`src/sv/bof_pkg.sv`:
```
// ----------------------------------------------------------------------------
// bof_pkg
// Shared types, command codes, size helpers and coordinate saturation for the
// outline flattener.
// ----------------------------------------------------------------------------
package bof_pkg;

  localparam int SEGMENTS_DEF    = 10;
  localparam int COORD_BITS_DEF  = 32;
  localparam int XY_W            = 32;
  localparam int CMD_W           = 2;
  localparam int RCP_SLICE       = 16;

  typedef logic signed [XY_W-1:0] coord_t;

  typedef enum logic [CMD_W-1:0] {
    CMD_MOVE  = 2'd0,
    CMD_LINE  = 2'd1,
    CMD_QUAD  = 2'd2,
    CMD_CUBIC = 2'd3
  } cmd_code_t;

  localparam logic [1:0] TERM_A = 2'd0;
  localparam logic [1:0] TERM_B = 2'd1;
  localparam logic [1:0] TERM_C = 2'd2;
  localparam logic [1:0] TERM_E = 2'd3;

  typedef struct packed {
    logic       load;
    logic       wgt;
    logic       mac;
    logic       dld;
    logic       div;
    logic       emit;
    logic       last;
    logic [1:0] term;
  } ctl_cmd_t;

  function automatic int wgt_bits(input int seg);
    return $clog2(seg * seg * seg + 1) + 1;
  endfunction

  function automatic int acc_bits(input int seg);
    return XY_W + wgt_bits(seg) + 2;
  endfunction

  function automatic int rcp_log(input int seg);
    return $clog2(2 * seg * seg * seg);
  endfunction

  function automatic int mag_bits(input int seg);
    return XY_W + 1 + rcp_log(seg);
  endfunction

  function automatic int rcp_shift(input int seg);
    return mag_bits(seg) + rcp_log(seg);
  endfunction

  function automatic int rcp_cycles(input int seg);
    return (rcp_shift(seg) + RCP_SLICE - 1) / RCP_SLICE;
  endfunction

  function automatic coord_t sat_coord(input coord_t v, input int bits);
    coord_t hi;
    coord_t lo;
    coord_t r;
    r = v;
    if (bits < XY_W) begin
      hi = 32'sh7FFF_FFFF >>> (XY_W - bits);
      lo = ~hi;
      if (v > hi) begin
        r = hi;
      end else if (v < lo) begin
        r = lo;
      end
    end
    return r;
  endfunction

endpackage

```
`src/sv/bof_ctrl.sv`:
```
// ----------------------------------------------------------------------------
// bof_ctrl
// Sequencer for the flattener: steps the curve parameter, the four weighted
// terms, the divider iterations and the point handoff.
// ----------------------------------------------------------------------------
module bof_ctrl import bof_pkg::*; #(
  parameter int SEGMENTS = SEGMENTS_DEF,
  localparam int KW      = $clog2(SEGMENTS + 1)
) (
  input  logic             clk,
  input  logic             rst,
  input  logic             in_valid,
  input  logic [CMD_W-1:0] in_cmd,
  output logic             in_ready,
  input  logic             out_free,
  output ctl_cmd_t         ctl,
  output logic [KW-1:0]    k
);

  localparam int DC = rcp_cycles(SEGMENTS);
  localparam int CW = $clog2(DC);

  typedef enum logic [5:0] {
    ST_IDLE = 6'b000001,
    ST_WGT  = 6'b000010,
    ST_MAC  = 6'b000100,
    ST_DLD  = 6'b001000,
    ST_DIV  = 6'b010000,
    ST_FIN  = 6'b100000
  } state_t;

  state_t        state, state_next;
  logic [KW-1:0] k_next;
  logic [1:0]    term, term_next;
  logic [CW-1:0] dcnt, dcnt_next;
  logic          curve, curve_next;

  always_ff @(posedge clk) begin
    if (rst) begin
      state <= ST_IDLE;
      k     <= '0;
      term  <= TERM_A;
      dcnt  <= '0;
      curve <= 1'b0;
    end else begin
      state <= state_next;
      k     <= k_next;
      term  <= term_next;
      dcnt  <= dcnt_next;
      curve <= curve_next;
    end
  end

  always_comb begin
    state_next = state;
    k_next     = k;
    term_next  = term;
    dcnt_next  = dcnt;
    curve_next = curve;
    in_ready   = 1'b0;
    ctl        = '0;
    ctl.term   = term;
    ctl.last   = !curve || (k == KW'(SEGMENTS));
    case (state)
      ST_IDLE: begin
        in_ready = 1'b1;
        if (in_valid) begin
          ctl.load   = 1'b1;
          k_next     = '0;
          curve_next = (in_cmd == CMD_QUAD) || (in_cmd == CMD_CUBIC);
          state_next = curve_next ? ST_WGT : ST_FIN;
        end
      end
      ST_WGT: begin
        ctl.wgt    = 1'b1;
        term_next  = TERM_A;
        state_next = ST_MAC;
      end
      ST_MAC: begin
        ctl.mac   = 1'b1;
        term_next = term + 2'd1;
        if (term == TERM_E) begin
          state_next = ST_DLD;
        end
      end
      ST_DLD: begin
        ctl.dld    = 1'b1;
        dcnt_next  = CW'(DC - 1);
        state_next = ST_DIV;
      end
      ST_DIV: begin
        ctl.div   = 1'b1;
        dcnt_next = dcnt - 1'b1;
        if (dcnt == '0) begin
          state_next = ST_FIN;
        end
      end
      ST_FIN: begin
        if (out_free) begin
          ctl.emit = 1'b1;
          if (ctl.last) begin
            state_next = ST_IDLE;
          end else begin
            k_next     = k + 1'b1;
            state_next = ST_WGT;
          end
        end
      end
      default: begin
        state_next = ST_IDLE;
      end
    endcase
  end

endmodule

```
`config.mk`:
```
export PLATFORM = sky130hd
export DESIGN_NAME = bof_ctrl
export DESIGN_NICKNAME = d
export VERILOG_FILES = /design/src/sv/bof_pkg.sv /design/src/sv/bof_ctrl.sv
export SDC_FILE = /design/constraint.sdc
export NUM_CORES = 1
export LEC_CHECK = 0
export BUFFER_PORTS_ARGS = -buffer_cell sky130_fd_sc_hd__buf_2
export CELL_PAD_IN_SITES_DETAIL_PLACEMENT = 1
export CELL_PAD_IN_SITES_GLOBAL_PLACEMENT = 1
export CORE_MARGIN = 4
export CORE_UTILIZATION = 38
export DETAILED_ROUTE_END_ITERATION = 8
export HOLD_SLACK_MARGIN = 0.02
export PLACE_DENSITY_LB_ADDON = 0.1
export SYNTH_ARGS = -nofsm -noshare
export SYNTH_HDL_FRONTEND = slang
export SYNTH_SLANG_ARGS = --single-unit
```
`constraint.sdc`:
```
create_clock -name clk -period 2.3 [get_ports clk]
set_input_delay 0 -clock clk [delete_from_list [all_inputs] [get_ports clk]]
set_output_delay 0 -clock clk [all_outputs]
set_load 0.01 [all_outputs]
```
==> results of run 1 <==
==> cell type report <==
class	count	area, µm²	area share, %
sequential	15	300	29.4
tap	27	33.8	3.31
multi-input combinational	78	527	51.6
inverter	7	26.3	2.57
timing repair buffer	20	108	10.5
clock buffer	4	26.3	2.57
==> synth_stat cells <==
| cell type | number |
|---|---|
| nor4_2 | 1 |
| or2b_1 | 1 |
| nand3_1 | 3 |
| inv_1 | 7 |
| o31ai_1 | 1 |
| o2111ai_1 | 1 |
| clkbuf_1 | 1 |
| nor2_1 | 3 |
| mux2i_1 | 5 |
| a31oi_1 | 1 |
| and2b_1 | 1 |
| a211oi_1 | 4 |
| ha_1 | 4 |
| nand4_1 | 4 |
| or4_1 | 2 |
| o21ai_0 | 2 |
| a21o_1 | 1 |
| or4b_4 | 1 |
| dfxtp_1 | 15 |
| a21oi_1 | 7 |
| and3_1 | 2 |
| nor3b_4 | 1 |
| nand2b_1 | 4 |
| nand2_1 | 12 |
| nor3b_1 | 2 |
| nand3b_1 | 3 |
| nor3_1 | 6 |
| nor2b_1 | 3 |
| o311ai_0 | 1 |
| nor4_1 | 1 |
| or4_4 | 1 |
==> tightest hold or removal path, stage by stage <==
cell      delay (ns)
buf_2           0.11
nand3b_1        0.11
a21oi_1         0.06
==> cell families after synthesis <==
logic type	count (synthesis)
fa+ha+maj	4
buf+inv	8
mux	5
flops	15
compound gates	18
simple gates	51
==> per-stage QoR <==
stage / instances / hold WS (ns)
finish: 151 / 0.0383
detailed placement: 146 / 0.296
global placement: 146 / 0.285
CTS: 151 / 0.0276
floorplan: 101 / 0.0785
global route: 151 / 0.0534
==> final timing paths <==
kind                          from               endpoint  slack (ns)  depth (start not counted)
min reg2reg   dcnt[0]$_SDFFE_PP0P_   dcnt[0]$_SDFFE_PP0P_        0.49                          1
min                       out_free  state[5]$_SDFFE_PP0P_        0.04                          3
max reg2reg  state[0]$_SDFFE_PP1P_  state[1]$_SDFFE_PP0P_        0.49                          4
max          state[0]$_SDFFE_PP1P_                 ctl[5]        0.45                          3
==> layer usage <==
layer,vias up,global-route usage [%]
met1,393,20.0
li1,418,-
met3,2,3.96
met5,-,0
met4,0,6.25
met2,11,24.7
==> flip-flops by register name (all words and copies together), names as in the netlist <==
register  cells
curve         1
dcnt          2
k             4
state         6
term          2
==> power by group through the flow <==
stage | Sequential, mW | Combinational (mW) | Clock [mW]
5_1_grt | 0.302 | 0.201 | 0.177
3_5_place_dp | 0.304 | 0.174 | 0
6_report | 0.298 | 0.177 | 0.151
4_1_cts | 0.298 | 0.178 | 0.162
2_1_floorplan | 0.302 | 0.120 | 0
3_3_place_gp | 0.303 | 0.170 | 0
==> repair_timing <==
item / CTS / global route
endpoints found under the hold margin: 2 / 0
hold buffers: 1 / 0
setup endpoints to repair: 0 / 0
==> results.py, run 1 <==
metrics = {
    "yosys": {
        "synth_top_area_share_pct": 35.0,
        "synthSimpleGateAreaFrac_pct": 36.5,
        "synth_adder_area_share_pct": 5.84,
        "syn-num-nets": 111,
        "avgSynthCellArea_um2": 8.49,
        "yosys_warnings": 0,
        "synth_top_family_by_area": "simple AND/OR/NAND/NOR gates",
        "ys_seq_area_share_pct": 35.0,
        "synthMuxAreaShare_pct": 5.84,
        "synthXorXnorAreaFrac_pct": 0,
        "synth_cell_type_count": 31,
        "synth_compound_gate_area_share_pct": 13.3,
        "synthTopCellsByArea": "dfxtp_1 35%, ha_1 5.8%, mux2i_1 5.8%, nand2_1 5.3%, a21oi_1 4.1%",
        "yosys.area.top_type": "dfxtp_1",
        "ys_ff_latch": 15,
        "netlist_instances": 101,
        "netlist_area_um2": 857,
    },
    "place": {
        "post_dp_cell_area_um2": 985,
        "port_buffers": 18,
        "dp_hpwl_um": 1650,
        "place_congestion": 0.764,
        "dp_slack_ns": 0.509,
    },
    "sta": {
        "slew_headroom_pct": 55.5,
        "worst_slew_pin_slew_ns": 0.662,
        "hold_viol_final": 0,
        "fin_ws_ns": 0.445,
        "fin_skew_ns": 0.00742,
        "tns_ns": 0,
        "fmax_mhz": 539,
        "period_share_pct": 80.6,
        "setup_viol": 0,
        "fin_crit_ns": 1.85,
        "rsz0062_at_grt": "false",
        "finalMaxSlewViolations": 0,
    },
    "route": {
        "totalWireLength_um": 2180,
        "met2WireLength_um": 1020,
        "wl_met3_um": 59,
        "routedWlPerCell_um": 14.4,
        "ant_nets": 0,
        "num_vias": 824,
        "vias_per_cell": 5.46,
        "highest_layer": "met4",
        "drcViolationCount": 0,
        "dr.pass1.iters": 2,
        "wl_met1_um": 1070,
        "drtIter0Drc": 4,
    },
    "clock_tree": {
        "cts_htree_levels": 1,
        "cts.repair.resized": 0,
        "insertion_delay_ns": 0.28,
        "path_clk_slew_ns": 0.09,
        "cts_num_sinks": 15,
        "cts_setup_buffers": 0,
        "root_buffer": "clkbuf_4",
        "cts_buffer_depth": 2,
        "cts_tree": "yes",
        "cts_made_buffers": 3,
    },
    "critical_path": {
        "crit_buf_inv": 1,
        "start_kind": "register",
        "slowest_delay_ns": 0.59,
        "crit_chain": "or4_4, nor3_1, buf_2",
        "critPathMaxFanout": 8,
        "critPathArrivalTime_ns": 1.85,
        "required_ns": 2.30,
        "cp_top_family": "simple AND/OR/NAND/NOR gates",
        "worst_path_max_delay_cell": "or4_4",
        "end_kind": "primary output",
        "critPathKind": "register to primary output",
    },
    "pwr": {
        "ir_drop_mv": 0.398,
        "power.share.sequential_pct": 47.6,
        "p_comb_share_pct": 28.3,
        "p_sw_share_pct": 33.2,
        "cellPowerDensity_nw_per_um2": 614,
        "leakage_nw": 0.438,
        "power_mw": 0.627,
        "p_int_mw": 0.419,
        "p_clk_share_pct": 24.1,
        "p_switching_mw": 0.208,
    },
    "grt": {
        "grt_max_degree": 13,
        "grt_usage_pct": 15.6,
        "grt_antenna_before_repair": 0,
        "overflow": 0,
        "grt_pass1_vias": 864,
        "grt_pass1_wl_um": 3890,
    },
    "run_status": {
        "status": "finished, final reports clean",
    },
    "die": {
        "core_um2": 2040,
        "ios": 20,
        "fp.dieH_um": 55.5,
        "num_rows": 16,
        "die_w_um": 55.5,
        "die-area_um2": 3080,
        "initial_core_util_pct": 42.0,
    },
    "layout": {
        "filler_cell_count": 264,
        "layout-drive-gt1-share_pct": 21.0,
        "syn_to_final_growth_pct": 19.1,
        "mostFrequentLayoutCell": "buf_2",
        "final_cell_area_um2": 1020,
        "fin_util_pct": 50.0,
        "layout_common_cells": "18 x buf_2, 15 x dfxtp_1, 12 x nand2_1, 7 x inv_1, 7 x a21oi_1",
        "diodes": 0,
        "layout.nets": 135,
    },
    "worst_hold_path": {
        "hp-class": "primary input to register",
    },
    "run": {
        "cap_violations": 0,
    },
}
Note: power is estimated with default switching activity, not from simulation.
==> run 2, diff against run 1 <==
Clock period 2.3 ns to 1.9 ns, I/O delays scaled along.
==> results.py, run 2 (synthesis results as in run 1) <==
metrics = {
    "pwr": {
        "ir_drop_mv": 0.329,
        "cellPowerDensity_nw_per_um2": 752,
        "leakage_nw": 0.459,
    },
    "route": {
        "dr.pass1.iters": 3,
        "routedWlPerCell_um": 14.6,
        "totalWireLength_um": 2260,
        "drcViolationCount": 0,
        "vias_per_cell": 5.51,
        "ant_nets": 0,
        "drtIter0Drc": 11,
        "num_vias": 854,
    },
    "grt": {
        "grt_usage_pct": 15.4,
        "grt_pass1_wl_um": 3880,
        "overflow": 0,
        "grt_antenna_before_repair": 0,
        "grt_max_degree": 13,
        "grt_pass1_vias": 870,
    },
    "clock_tree": {
        "cts_made_buffers": 3,
        "insertion_delay_ns": 0.29,
        "path_clk_slew_ns": 0.10,
        "root_buffer": "clkbuf_4",
        "cts_setup_buffers": 0,
        "cts_buffer_depth": 2,
        "cts_htree_levels": 1,
        "cts_tree": "yes",
        "cts_num_sinks": 15,
    },
    "layout": {
        "seq_area_um2": 300,
        "layout_common_cells": "18 x buf_2, 15 x dfxtp_1, 12 x nand2_1, 7 x inv_1, 7 x a21oi_1",
        "filler_cell_count": 276,
        "largest_register_ffs": 6,
        "regMostFlops": "state",
        "top_regs": "state: 6 flops, k: 4 flops",
        "diodes": 0,
        "layout-drive-gt1-share_pct": 24.2,
        "layout.nets": 139,
        "mostFrequentLayoutCell": "buf_2",
        "multi_input_area_um2": 532,
        "syn_to_final_growth_pct": 23.7,
    },
    "worst_hold_path": {
        "worstHoldPathCells": 2,
        "hp-class": "primary input to register",
        "hold_start": "rst",
        "min_to": "curve$_SDFFE_PP0P_",
    },
    "sta": {
        "worst_slew_pin_slew_ns": 0.480,
        "whs_ns": 0.0337,
        "fin_crit_ns": 1.74,
        "fmax_mhz": 574,
        "finalMaxSlewViolations": 0,
        "rsz0062_at_grt": "false",
        "tns_ns": 0,
        "period_share_pct": 91.7,
        "setup_viol": 0,
        "fin_skew_ns": 0.00175,
        "slew_headroom_pct": 67.7,
        "hold_viol_final": 0,
    },
    "critical_path": {
        "end_kind": "register",
        "critPathKind": "register to register",
        "rr_endpoint": "state[1]$_SDFFE_PP0P_",
        "rr_worst_depth": 4,
        "critPathArrivalTime_ns": 1.93,
        "ff2ff_setup_slack_ns": 0.16,
        "required_ns": 2.09,
        "reg2reg_from": "state[1]$_SDFFE_PP0P_",
        "critPathMaxFanout": 7,
        "start_kind": "register",
    },
    "place": {
        "port_buffers": 18,
        "place_congestion": 0.808,
        "dp_hpwl_um": 1680,
    },
    "run": {
        "cap_violations": 0,
    },
    "die": {
        "core_um2": 2040,
        "initial_core_util_pct": 42.0,
        "die_w_um": 55.5,
        "ios": 20,
        "die-area_um2": 3080,
        "fp.dieH_um": 55.5,
        "num_rows": 16,
    },
    "run_status": {
        "status": "finished, final reports clean",
    },
}
==> run 2: cell types whose count changed in the layout (fill, tap and decap cells not counted) <==
cell and delta:
nor3_1 -1, buf_4 +3, clkinv_2 +1, nor3_2 +1, dlygate4sd3_1 +1, clkbuf_1 -1
==> run 2: final cells by class <==
class | instances | share of cell area (%)
Timing Repair Buffer | 24 | 13.2
Clock buffer | 3 | 2.13
Multi-Input combinational cell | 78 | 50.2
Tap cell | 27 | 3.19
Clock inverter | 1 | 0.472
Sequential cell | 15 | 28.3
Inverter | 7 | 2.48
==> run 2: critical path, cell delays in order, from the launching register on <==
cell      delay [ns]
dfxtp_1         0.38
or4_4           0.55
or4b_4          0.53
nand3_1         0.12
a211oi_1        0.06
==> run 2: repair_timing <==
action | CTS | global route
hold endpoints to repair | 3 | 0
hold buffers | 2 | 0
endpoints found under the setup margin | 0 | 1
resized for setup | 0 | 1
==> run 2: how the worst max path moves through the flow <==
stage | startpoint | end | slack [ns] | cells after the start
4_1_cts | state[1]$_SDFFE_PP0P_ | ctl[5] | 0.09 | 3
2_1_floorplan | state[0]$_SDFFE_PP1P_ | state[5]$_SDFFE_PP0P_ | 0.20 | 4
3_5_place_dp | state[1]$_SDFFE_PP0P_ | state[3]$_SDFFE_PP0P_ | 0.18 | 4
5_1_grt | state[0]$_SDFFE_PP1P_ | ctl[6] | 0.002 | 5
3_3_place_gp | state[1]$_SDFFE_PP0P_ | state[5]$_SDFFE_PP0P_ | 0.21 | 4
6_report | state[1]$_SDFFE_PP0P_ | state[1]$_SDFFE_PP0P_ | 0.16 | 4
==> run 2: per-layer routing <==
metal / global-route usage, % / routed length [µm] / vias to the layer above
met2: 26.0 / 1050 / 14
met5: 0 / 0 / -
met4: 6.25 / 38 / 0
met3: 2.80 / 74 / 5
met1: 19.2 / 1100 / 408
li1: - / - / 427
==> run 2: metrics by stage <==
step                      power (mW)  instance area (µm²)  setup slack, ns  instances  util (%)
final                          0.797                 1060            0.158        155      51.9
after global placement         0.589                 1010            0.205        149      49.3
after CTS                      0.801                 1050           0.0924        155      51.7
after global routing           0.846                 1060          0.00177        155      51.9
after detailed placement       0.598                 1010            0.182        149      49.3
after floorplan                0.511                  857            0.204        101         -
==> run 2: report_power, final <==
group	switching, mW	leakage (nW)	internal [mW]	total [mW]
logic	0.135	0.320	0.107	0.242
registers	0.0213	0.122	0.334	0.355
clock network	0.122	0.0177	0.0784	0.200
total	0.278	0.459	0.519	0.797
